===== src/rtl/dqbe_pkg.sv =====
// Shared types, constants and the quadrature decode function for the
// button and encoder event block. No dependencies.
`default_nettype none

package dqbe_pkg;

    // Number of samples in the debounce window.
    localparam int DEPTH = 8;
    localparam int WPOS_W = (DEPTH > 1) ? $clog2(DEPTH) : 1;
    localparam logic [WPOS_W-1:0] WPOS_LAST = WPOS_W'(DEPTH - 1);

    // Bit positions in a sample word; 1 means active.
    localparam int NUM_IN = 3;
    localparam int BIT_A = 0;
    localparam int BIT_B = 1;
    localparam int BIT_MUTE = 2;

    // Configuration register indexes.
    localparam int CFG_IDX_W = 2;
    localparam int CFG_DATA_W = 8;
    localparam logic [CFG_IDX_W-1:0] CFG_HOLD_THRESHOLD = 2'd0;
    localparam logic [CFG_IDX_W-1:0] CFG_REPEAT_GAP = 2'd1;
    localparam logic [CFG_IDX_W-1:0] CFG_ENCODER_START = 2'd2;

    localparam logic [7:0] HOLD_THRESHOLD_RESET = 8'd50;
    localparam logic [7:0] REPEAT_GAP_RESET = 8'd10;
    localparam logic [1:0] ENCODER_START_RESET = 2'd3;

    typedef enum logic [1:0] {
        DIR_NONE = 2'd0,
        DIR_UP   = 2'd1,
        DIR_DOWN = 2'd2
    } dir_t;

    // Debounced view of one scan tick.
    typedef struct packed {
        logic [NUM_IN-1:0] stable;
        logic [NUM_IN-1:0] changed;
        logic              window_end;
    } deb_t;

    typedef struct packed {
        logic [7:0] hold_threshold;
        logic [7:0] repeat_gap;
    } hold_cfg_t;

    typedef struct packed {
        logic mute;
        logic up;
        logic down;
    } req_t;

    // Index is the previous (A,B) pair in the upper bits, current in the lower.
    function automatic dir_t quad_decode(input logic [3:0] idx);
        dir_t dir;
        unique case (idx) inside
            4'd2, 4'd4, 4'd11, 4'd13: dir = DIR_UP;
            4'd1, 4'd7, 4'd8, 4'd14:  dir = DIR_DOWN;
            default:                  dir = DIR_NONE;
        endcase
        return dir;
    endfunction

endpackage

`default_nettype wire


===== src/rtl/debounce_quadrature_button_events_core.sv =====
// Top level of the debounce and button event block: input register, debounce
// ring, event decoder and output register. Depends on dqbe_pkg, dqbe_filter
// and dqbe_decoder.
// A request in the input register moves to the output register once that is free
// or not stalled. Throughput: one request per cycle; the input register and the
// output register each hold one request, so the input stalls only when both are
// full and the output is stalled.
// Reset clears the debounce ring, counters and valid flags and loads the
// register defaults; no clearing pass is needed.
`default_nettype none

module debounce_quadrature_button_events_core (
    input  wire logic                              clk,
    input  wire logic                              rst_n,
    input  wire logic                              cfg_we,
    input  wire logic [dqbe_pkg::CFG_IDX_W-1:0]   cfg_index,
    input  wire logic [dqbe_pkg::CFG_DATA_W-1:0]  cfg_data,
    input  wire logic                              in_valid,
    output logic                                   in_stall,
    input  wire logic                              a_level,
    input  wire logic                              b_level,
    input  wire logic                              mute_level,
    input  wire logic                              mode_level,
    output logic                                   out_valid,
    input  wire logic                              out_stall,
    output logic                                   mute_request,
    output logic                                   up_request,
    output logic                                   down_request
);

    dqbe_pkg::hold_cfg_t hold_cfg_reg;
    logic                enc_load;

    logic                          s1_valid_reg;
    logic [dqbe_pkg::NUM_IN-1:0]   s1_sample_reg;
    logic                          s1_mode_reg;
    logic                          out_valid_reg;
    dqbe_pkg::req_t                out_req_reg;

    logic                          s2_adv;
    logic                          step;
    logic                          load;
    logic [dqbe_pkg::NUM_IN-1:0]   sample_in;
    dqbe_pkg::deb_t                deb;
    dqbe_pkg::req_t                req;

    assign enc_load = cfg_we && (cfg_index == dqbe_pkg::CFG_ENCODER_START);

    always_ff @(posedge clk or negedge rst_n)
    begin
        if (!rst_n)
        begin
            hold_cfg_reg.hold_threshold <= dqbe_pkg::HOLD_THRESHOLD_RESET;
            hold_cfg_reg.repeat_gap <= dqbe_pkg::REPEAT_GAP_RESET;
        end
        else if (cfg_we)
        begin
            unique case (cfg_index)
                dqbe_pkg::CFG_HOLD_THRESHOLD: hold_cfg_reg.hold_threshold <= cfg_data;
                dqbe_pkg::CFG_REPEAT_GAP:     hold_cfg_reg.repeat_gap <= cfg_data;
                // The start state goes straight into the decoder's history.
                dqbe_pkg::CFG_ENCODER_START:  ;
                default:                      ;
            endcase
        end
    end

    // Inputs are active low; the ring works on active-high samples.
    assign sample_in = ~{mute_level, b_level, a_level};

    assign s2_adv = !out_valid_reg || !out_stall;
    assign step = s1_valid_reg && s2_adv;
    assign in_stall = s1_valid_reg && !s2_adv;
    assign load = in_valid && !in_stall;

    always_ff @(posedge clk or negedge rst_n)
    begin
        if (!rst_n)
        begin
            s1_valid_reg <= 1'b0;
            out_valid_reg <= 1'b0;
        end
        else
        begin
            if (load)
                s1_valid_reg <= 1'b1;
            else if (step)
                s1_valid_reg <= 1'b0;
            if (step)
                out_valid_reg <= 1'b1;
            else if (!out_stall)
                out_valid_reg <= 1'b0;
        end
    end

    always_ff @(posedge clk)
    begin
        if (load)
        begin
            s1_sample_reg <= sample_in;
            s1_mode_reg <= mode_level;
        end
        if (step)
            out_req_reg <= req;
    end

    dqbe_filter u_filter (
        .clk    (clk),
        .rst_n  (rst_n),
        .step   (step),
        .sample (s1_sample_reg),
        .deb    (deb)
    );

    dqbe_decoder u_decoder (
        .clk         (clk),
        .rst_n       (rst_n),
        .step        (step),
        .button_mode (s1_mode_reg),
        .deb         (deb),
        .hold_cfg    (hold_cfg_reg),
        .enc_load    (enc_load),
        .enc_start   (cfg_data[1:0]),
        .req         (req)
    );

    assign out_valid = out_valid_reg;
    assign mute_request = out_req_reg.mute;
    assign up_request = out_req_reg.up;
    assign down_request = out_req_reg.down;

    // The input side stalls only when both stages hold a request.
    assert property (@(posedge clk) disable iff (!rst_n)
        in_stall |-> (s1_valid_reg && out_valid_reg))
        else $error("input stalled with a free stage");

    // A request moved out of the input register always lands in the output register.
    assert property (@(posedge clk) disable iff (!rst_n)
        step |=> out_valid_reg)
        else $error("result lost after a step");

    // A stalled result is neither dropped nor altered.
    assert property (@(posedge clk) disable iff (!rst_n)
        (out_valid_reg && out_stall) |=> (out_valid_reg && $stable(out_req_reg)))
        else $error("stalled result changed");

    // A debounced input can only be active if the newest sample is active.
    assert property (@(posedge clk) disable iff (!rst_n)
        step |-> ((deb.stable & ~s1_sample_reg) == '0))
        else $error("debounced state disagrees with newest sample");

endmodule

`default_nettype wire


===== src/rtl/dqbe_filter.sv =====
// Debounce ring: keeps the last DEPTH samples and reports their AND.
// Depends on dqbe_pkg.
`default_nettype none

module dqbe_filter (
    input  wire logic                       clk,
    input  wire logic                       rst_n,
    input  wire logic                       step,
    input  wire logic [dqbe_pkg::NUM_IN-1:0] sample,
    output dqbe_pkg::deb_t                  deb
);

    logic [dqbe_pkg::NUM_IN-1:0] hist_reg [dqbe_pkg::DEPTH];
    logic [dqbe_pkg::WPOS_W-1:0] wpos_reg;
    logic [dqbe_pkg::WPOS_W-1:0] wpos_next;
    logic [dqbe_pkg::NUM_IN-1:0] stable_reg;
    logic [dqbe_pkg::NUM_IN-1:0] acc;

    // The entry at the write position is replaced by the new sample.
    always_comb
    begin
        acc = '1;
        for (int i = 0; i < dqbe_pkg::DEPTH; i++)
        begin
            if (dqbe_pkg::WPOS_W'(i) == wpos_reg)
                acc = acc & sample;
            else
                acc = acc & hist_reg[i];
        end
    end

    assign wpos_next = (wpos_reg == dqbe_pkg::WPOS_LAST) ? '0 : wpos_reg + 1'b1;

    always_comb
    begin
        deb.stable = acc;
        deb.changed = acc ^ stable_reg;
        deb.window_end = (wpos_reg == dqbe_pkg::WPOS_LAST);
    end

    always_ff @(posedge clk or negedge rst_n)
    begin
        if (!rst_n)
        begin
            for (int i = 0; i < dqbe_pkg::DEPTH; i++)
                hist_reg[i] <= '0;
            wpos_reg <= '0;
            stable_reg <= '0;
        end
        else if (step)
        begin
            hist_reg[wpos_reg] <= sample;
            wpos_reg <= wpos_next;
            stable_reg <= acc;
        end
    end

endmodule

`default_nettype wire


===== src/rtl/dqbe_decoder.sv =====
// Event logic: quadrature decode, button edges and hold auto-repeat.
// Depends on dqbe_pkg.
`default_nettype none

module dqbe_decoder (
    input  wire logic                clk,
    input  wire logic                rst_n,
    input  wire logic                step,
    input  wire logic                button_mode,
    input  wire dqbe_pkg::deb_t      deb,
    input  wire dqbe_pkg::hold_cfg_t hold_cfg,
    input  wire logic                enc_load,
    input  wire logic [1:0]          enc_start,
    output dqbe_pkg::req_t           req
);

    logic [3:0] enc_hist_reg;
    logic [3:0] enc_hist_next;
    logic [7:0] hold_up_reg;
    logic [7:0] hold_up_next;
    logic [7:0] hold_down_reg;
    logic [7:0] hold_down_next;
    logic [7:0] reload;
    logic       any_change;
    logic       edge_a;
    logic       edge_b;
    dqbe_pkg::dir_t dir;

    assign any_change = |deb.changed;
    assign edge_a = deb.changed[dqbe_pkg::BIT_A] && !deb.changed[dqbe_pkg::BIT_B];
    assign edge_b = deb.changed[dqbe_pkg::BIT_B] && !deb.changed[dqbe_pkg::BIT_A];
    assign reload = hold_cfg.hold_threshold - hold_cfg.repeat_gap;

    always_comb
    begin
        enc_hist_next = enc_hist_reg;
        if (any_change && !button_mode)
            enc_hist_next = {enc_hist_reg[1:0], deb.stable[dqbe_pkg::BIT_A],
                             deb.stable[dqbe_pkg::BIT_B]};
        dir = dqbe_pkg::quad_decode(enc_hist_next);

        req.mute = deb.changed[dqbe_pkg::BIT_MUTE] && deb.stable[dqbe_pkg::BIT_MUTE];
        req.up = 1'b0;
        req.down = 1'b0;

        hold_up_next = hold_up_reg;
        hold_down_next = hold_down_reg;
        if (deb.window_end && deb.stable[dqbe_pkg::BIT_A])
            hold_up_next = hold_up_reg + 8'd1;
        if (deb.window_end && deb.stable[dqbe_pkg::BIT_B])
            hold_down_next = hold_down_reg + 8'd1;

        if (!button_mode)
        begin
            if (any_change)
            begin
                req.up = (dir == dqbe_pkg::DIR_UP);
                req.down = (dir == dqbe_pkg::DIR_DOWN);
            end
        end
        else
        begin
            // A press or release edge clears its counter, then the repeat check runs on it.
            if (edge_a)
            begin
                req.up = deb.stable[dqbe_pkg::BIT_A];
                hold_up_next = '0;
            end
            if (edge_b)
            begin
                req.down = deb.stable[dqbe_pkg::BIT_B];
                hold_down_next = '0;
            end
            if (hold_up_next == hold_cfg.hold_threshold)
            begin
                req.up = 1'b1;
                hold_up_next = reload;
            end
            if (hold_down_next == hold_cfg.hold_threshold)
            begin
                req.down = 1'b1;
                hold_down_next = reload;
            end
        end
    end

    always_ff @(posedge clk or negedge rst_n)
    begin
        if (!rst_n)
        begin
            enc_hist_reg <= {2'b00, dqbe_pkg::ENCODER_START_RESET};
            hold_up_reg <= '0;
            hold_down_reg <= '0;
        end
        else if (enc_load)
        begin
            enc_hist_reg <= {2'b00, enc_start};
        end
        else if (step)
        begin
            enc_hist_reg <= enc_hist_next;
            hold_up_reg <= hold_up_next;
            hold_down_reg <= hold_down_next;
        end
    end

endmodule

`default_nettype wire


===== config.mk =====
export PLATFORM = sky130hd
export DESIGN_NAME = debounce_quadrature_button_events_core
export DESIGN_NICKNAME = d
export VERILOG_FILES = /design/src/rtl/dqbe_pkg.sv /design/src/rtl/debounce_quadrature_button_events_core.sv /design/src/rtl/dqbe_filter.sv /design/src/rtl/dqbe_decoder.sv
export SDC_FILE = /design/constraint.sdc
export NUM_CORES = 1
export LEC_CHECK = 0
export BUFFER_PORTS_ARGS = -buffer_cell sky130_fd_sc_hd__buf_2
export CAP_MARGIN = 10
export CORE_AREA = 4 4 104 106
export CTS_CLUSTER_SIZE = 14
export DETAILED_ROUTE_END_ITERATION = 10
export DIE_AREA = 0 0 108 110
export PLACE_DENSITY_LB_ADDON = 0.2
export SKIP_LAST_GASP = 1
export SYNTH_ARGS = -nofsm -noshare
export SYNTH_HDL_FRONTEND = slang
export SYNTH_SLANG_ARGS = --single-unit

===== constraint.sdc =====
create_clock -name clk -period 5.1 [get_ports clk]
set_input_delay 1.02 -clock clk [delete_from_list [all_inputs] [get_ports clk]]
set_output_delay 1.02 -clock clk [all_outputs]
set_load 0.01 [all_outputs]

After elaboration in Yosys (flattened, before gate mapping)
Cells that the tools add are included.
{"block": "word_totals", "elab_cells": 134, "ff_bits": 75, "out_inout_bits": 5}
{"block": "op_classes", "n_addsub": 4, "order_cmp": 2, "mux": 36, "n_bitwise": 18, "n_reduce_logical": 29, "eq_ne": 23}
{"cell": "$mux W8", "count": 10}
{"cell": "$and A3 B3 Y3", "count": 14}
{"cell": "$mux W3", "count": 10}
{"cell": "$bwmux W24", "count": 1}
{"cell": "$add A8 B1 Y8 const B", "count": 2}
{"cell": "$eq A4 B4 Y1 const B", "count": 4}
{"cell": "$eq A8 B8 Y1", "count": 2}
{"cell": "$eq A3 B3 Y1 const A", "count": 4}
{"cell": "$mux W4", "count": 3}
{"cell": "$logic_and A1 B1 Y1", "count": 11}
{"cell": "$demux W3 S3", "count": 1}
{"cell": "$eq A4 B3 Y1 const B", "count": 2}
{"cell": "$mux W1", "count": 8}
{"cell": "$reduce_or A4 Y1", "count": 2}
{"cell": "$sub A8 B8 Y8", "count": 1}
{"cell": "$logic_not A1 Y1", "count": 7}
{"cell": "$eq A2 B3 Y1 const A", "count": 2}
{"cell": "$reduce_and A2 Y1", "count": 3}
{"cell": "$eq A2 B1 Y1 const B", "count": 2}
{"cell": "$eq A2 B2 Y1 const B", "count": 2}
{"cell": "$eq A4 B1 Y1 const B", "count": 1}
{"cell": "$eq A4 B2 Y1 const B", "count": 1}
{"cell": "$ge A4 B4 Y1 const B", "count": 1}
{"cell": "$lt A4 B1 Y1 const B", "count": 1}
{"cell": "other kinds (15)", "count": 17}

Depth between registers and ports, before layout
{"block": "logic_depth", "depth_word": 26, "mapped_depth": 15, "ltp_nobuf": 13}

By module
From an unflattened synthesis, not the netlist that was laid out.
{"block": "unflattened", "hier_cells": 487, "hier_area_um2": 4882.2}
{"mod": "dqbe_decoder", "area_per_inst_um2": 2431.1, "cells_each": 312, "instances": 1, "seq_area_each_um2": 452.9}
{"mod": "dqbe_filter", "area_per_inst_um2": 1516.5, "cells_each": 122, "instances": 1, "seq_area_each_um2": 750.7}
{"mod": "debounce_quadrature_button_events_core", "area_per_inst_um2": 934.6, "cells_each": 53, "instances": 1, "seq_area_each_um2": 666.9}

Least setup slack after synthesis
No wires, ideal clock.
{"block": "synth_path", "kind": "register to register", "start": "register u_filter.wpos_reg[0] (netlist bit)", "end": "register u_decoder.hold_up_reg[0]", "synth_period_minus_slack_ns": 3.900, "t_arrival_ns": 3.774, "setup_slack_ns": 1.200, "t_required_ns": 4.974, "n_path_buf": 3, "stages_incl_launch_ff": 16, "setup_ns": 0.126, "cell_sequence": "dfrtp_1 > clkbuf_1 > inv_1 > ha_1 > nor2b_2 > a22oi_2 > or4_4 > buf_2 > or3_1 > a32o_1 > xnor2_1 > a211o_2 > nor4_4 > buf_6 > a211oi_1 > a221o_1"}
{"block": "synth_between", "elab_chain_len": 24, "elab_cells_between_ends": 41, "classes_between": "eq/ne: 9; mux: 13; bitwise: 15; reduce/logical: 4"}
{"item": "start: declaration", "line_no": "dqbe_filter.sv:14", "text": "logic [dqbe_pkg::WPOS_W-1:0] wpos_reg;"}
{"item": "start signal: assignment", "line_no": "dqbe_filter.sv:53", "text": "wpos_reg <= wpos_next;"}
{"item": "$logic_not A3 Y1", "line_no": "dqbe_filter.sv:25", "text": "if (dqbe_pkg::WPOS_W'(i) == wpos_reg)"}
{"item": "$mux W3", "line_no": "dqbe_filter.sv:25"}
{"item": "$and A3 B3 Y3 (on tied branches)", "line_no": "dqbe_filter.sv:28, dqbe_filter.sv:26"}
{"item": "$mux W3", "line_no": "dqbe_filter.sv:25"}
{"item": "$and A3 B3 Y3 (on tied branches)", "line_no": "dqbe_filter.sv:28, dqbe_filter.sv:26"}
{"item": "$mux W3", "line_no": "dqbe_filter.sv:25"}
{"item": "$and A3 B3 Y3 (on tied branches)", "line_no": "dqbe_filter.sv:28, dqbe_filter.sv:26"}
{"item": "$mux W3", "line_no": "dqbe_filter.sv:25"}
{"item": "[8 not listed]"}
{"item": "$xor A3 B3 Y3", "line_no": "dqbe_filter.sv:37", "text": "deb.changed = acc ^ stable_reg;"}
{"item": "$logic_not A1 Y1", "line_no": "dqbe_decoder.sv:30", "text": "assign edge_a = deb.changed[dqbe_pkg::BIT_A] && !deb.changed[dqbe_pkg::BIT_B];"}
{"item": "$logic_and A1 B1 Y1", "line_no": "dqbe_decoder.sv:30"}
{"item": "$mux W8", "line_no": "dqbe_decoder.sv:64", "text": "if (edge_a)"}
{"item": "$mux W8", "line_no": "dqbe_decoder.sv:53", "text": "if (!button_mode)"}
{"item": "$eq A8 B8 Y1", "line_no": "dqbe_decoder.sv:74", "text": "if (hold_up_next == hold_cfg.hold_threshold)"}
{"item": "$mux W8", "line_no": "dqbe_decoder.sv:74"}
{"item": "$mux W8 *", "line_no": "dqbe_decoder.sv:53"}
{"item": "end signal: assignment", "line_no": "dqbe_decoder.sv:102", "text": "hold_up_reg <= hold_up_next;"}
{"item": "end: declaration", "line_no": "dqbe_decoder.sv:19", "text": "logic [7:0] hold_up_reg;"}
Mark *: on every way between the ends. The rest lies on a longest branch, timed or not. The select of a mux whose other input is x is not followed.
A chain may end at the register's enable or synchronous reset.

==> metrics.yaml <==
run_status:
  status: "complete, no violations"
sta:
  period_share: 0.909
  finalSetupViolations: 0
  min_period_ns: 4.64
  tightest_slew_ns: 1.00
  tns_ns: 0
  relSlewSlack: 0.332
  clock.fmax_mhz: 216
  rsz0062_at_grt: "no"
  slew_violations: 0
  fin_skew_ns: 0.00783
  hold_viol: 0
cells_and_area:
  drive_gt1_frac: 0.241
  nFillCells: 883
  nets: 553
  largest_reg_flops: 24
  area_growth_pct: 8.89
  diodes: 0
yosys:
  yosysSeqAreaShare: 0.382
  synth_top_area_share: 0.302
  ys_types: 84
  synthesis.area_um2: 4900
  yosysMostFrequentCell: "dfrtp_1"
  synthTopCellsByCount: "59 x dfrtp_1, 52 x nand2_1, 36 x mux2_2, 27 x o21ai_0"
  synth_cells: 494
  synth_fp_nets: 530
  synth_area_leaders: "dfrtp_1 30%, mux2_2 8.3%, edfxtp_1 4.3%, ha_1 4.1%, nand2_1 4.0%"
  synth_edf_count: 7
  ys.flop_type: "dfrtp_1"
  avgSynthCellArea_um2: 9.91
  ys_warn_count: 0
  synthArstFlopShare: 0.904
  yosysTopAreaCell: "dfrtp_1"
  ys_ff_latch: 73
drt:
  wl_met1_um: 5800
  final_antenna_net_count: 0
  drc_errors: 0
  drt_iter0_markers: 433
  route.met3.wl_um: 699
  top_layer_used: "met4"
  wl_met2_um: 5470
  first_pass_iters: 5
  num_vias: 3999
  routed_wl_um: 12300
  wl_per_cell_um: 18.7
  via_per_inst: 6.11
global_routing:
  grt_pass1_vias: 3876
  grt-ovfl-total: 0
  grt_pass1_wl_um: 20300
  antenna_found_initial: 0
  track_usage: 0.221
  grt_start_max_net_pins: 41
die:
  dieWidth_um: 108
  ios: 24
  rows: 36
  start_util: 0.501
  die_h_um: 110
  dieArea_um2: 11900
  core_area_um2: 9770
placed_design:
  gp_congestion: 0.983
  io_buffers: 23
  post-dp-hpwl_um: 9130
clock_tree:
  tritoncts: "built"
  cts_buffers: 9
  clkLatencyLatePin_ns: 0.36
  cts_setup_buffers: 0
  clockRootBuffer: "clkbuf_8"
  h-tree-depth: 3
  cts_hold_buf: 0
  clockBufferDepth: 2
  cts_resized: 0
  tritoncts_num_sinks: 73
  clkTransAtPathRegs_ns: 0.08
pwr:
  finalPower_mw: 2.28
  p_leak_nw: 2.22
  vdd_drop_max_mv: 0.233
  power_density_nw_per_um2: 427
worst_setup_path:
  crit_family: "simple AND/OR/NAND/NOR gates"
  crit_path_max_fanout: 18
  path_cells: "inv_1 -> ha_1 -> nor4_4 -> nor2_1 -> or3_4 -> or3_1 -> a32o_1 -> xnor2_1 -> a211o_2 -> nor4b_1 -> o21ai_0 -> o41ai_1"
  crit_path_top_delay_cell: "dfrtp_1"
  path_buf_inv: 1
  max_stage_delay_ns: 0.77
  critPathLaunchType: "flip-flop"
  crit_path_end_kind: "flip-flop"
  critical_path_arrival_ns: 4.79
  critPathKind: "flip-flop to flip-flop"
  cp.required_ns: 5.25
job:
  cap_violations: 0
hold_path:
  hold_class: "flip-flop to flip-flop"
per-layer routing:
metal  up-vias  track usage
li1       1882            -
met3        34       0.0431
met2       150        0.331
met4         0       0.0893
met5         -            0
met1      1933        0.316
worst register-to-register path: stages, from the launching register on:
cell	delay (ns)
dfrtp_1	0.77
inv_1	0.20
ha_1	0.34
nor4_4	0.37
nor2_1	0.14
or3_4	0.42
or3_1	0.44
a32o_1	0.30
xnor2_1	0.13
a211o_2	0.35
nor4b_1	0.58
o21ai_0	0.25
o41ai_1	0.13
layout make-up:
type | instances | area, µm² | share of cell area
Tap cell | 133 | 166 | 0.0312
Clock buffer | 10 | 128 | 0.0239
Timing Repair Buffer | 30 | 168 | 0.0314
Inverter | 25 | 93.8 | 0.0176
Multi-Input combinational cell | 378 | 2810 | 0.528
Sequential cell | 73 | 1870 | 0.351
Clock inverter | 6 | 92.6 | 0.0174
layout by cell type (no fill, tap or decap), types with 6 or more instances in the layout:
| cell type | count |
|---|---|
| buf_4 | 7 |
| clkbuf_8 | 9 |
| nor4_1 | 10 |
| a22oi_1 | 6 |
| a21oi_1 | 15 |
| nand3_1 | 24 |
| ha_1 | 16 |
| dfrtp_1 | 59 |
| inv_1 | 25 |
| xor2_1 | 9 |
| xnor2_1 | 16 |
| nand4_1 | 10 |
| buf_2 | 23 |
| edfxtp_1 | 7 |
| nor3_1 | 6 |
| mux2_2 | 36 |
| o21ai_0 | 26 |
| nor2_1 | 25 |
| dfstp_2 | 7 |
| nand2_1 | 52 |
path summary, 6_finish.rpt:
check	from	to	slack [ns]	depth (start not counted)
max	u_filter.wpos_reg[2]$_DFFE_PN0P_	up_request$_DFFE_PP_	0.46	12
min	u_filter.hist_reg[19]$_DFFE_PN0P_	u_filter.hist_reg[19]$_DFFE_PN0P_	0.50	2
max reg2reg	u_filter.wpos_reg[2]$_DFFE_PN0P_	up_request$_DFFE_PP_	0.46	12
min reg2reg	u_filter.hist_reg[19]$_DFFE_PN0P_	u_filter.hist_reg[19]$_DFFE_PN0P_	0.50	2
max in group asynchronous	rst_n	u_decoder.enc_hist_reg[1]$_DFFE_PN1P_	3.32	2
min in group asynchronous	rst_n	u_filter.wpos_reg[0]$_DFFE_PN0P_	0.82	1
cell families after synthesis:
| group | synth area share |
|---|---|
| flops | 0.382 |
| mux | 0.0930 |
| fa+ha+maj | 0.0450 |
| simple gates | 0.211 |
| buf+inv | 0.0442 |
| xor+xnor | 0.0583 |
| compound gates | 0.166 |
where the power goes:
part	switching (mW)	total, mW	leakage [nW]	internal (mW)
combinational	0.440	0.818	1.28	0.378
clock	0.231	0.509	0.103	0.278
sequential	0.198	0.949	0.839	0.751
total	0.870	2.28	2.22	1.41
metrics by stage:
| stage | hold WS (ns) | util | instances | worst slack [ns] | area (µm²) |
|---|---|---|---|---|---|
| after global placement | 0.467 | 0.523 | 639 | 0.630 | 5110 |
| after CTS | 0.504 | 0.545 | 655 | 0.496 | 5330 |
| after global routing | 0.520 | 0.545 | 655 | 0.197 | 5330 |
| after floorplan | 0.451 | - | 494 | 1.20 | 4900 |
| after detailed placement | 0.483 | 0.523 | 639 | 0.543 | 5110 |
| final | 0.501 | 0.545 | 655 | 0.463 | 5330 |
No activity file was read; power rests on OpenSTA's default activity.
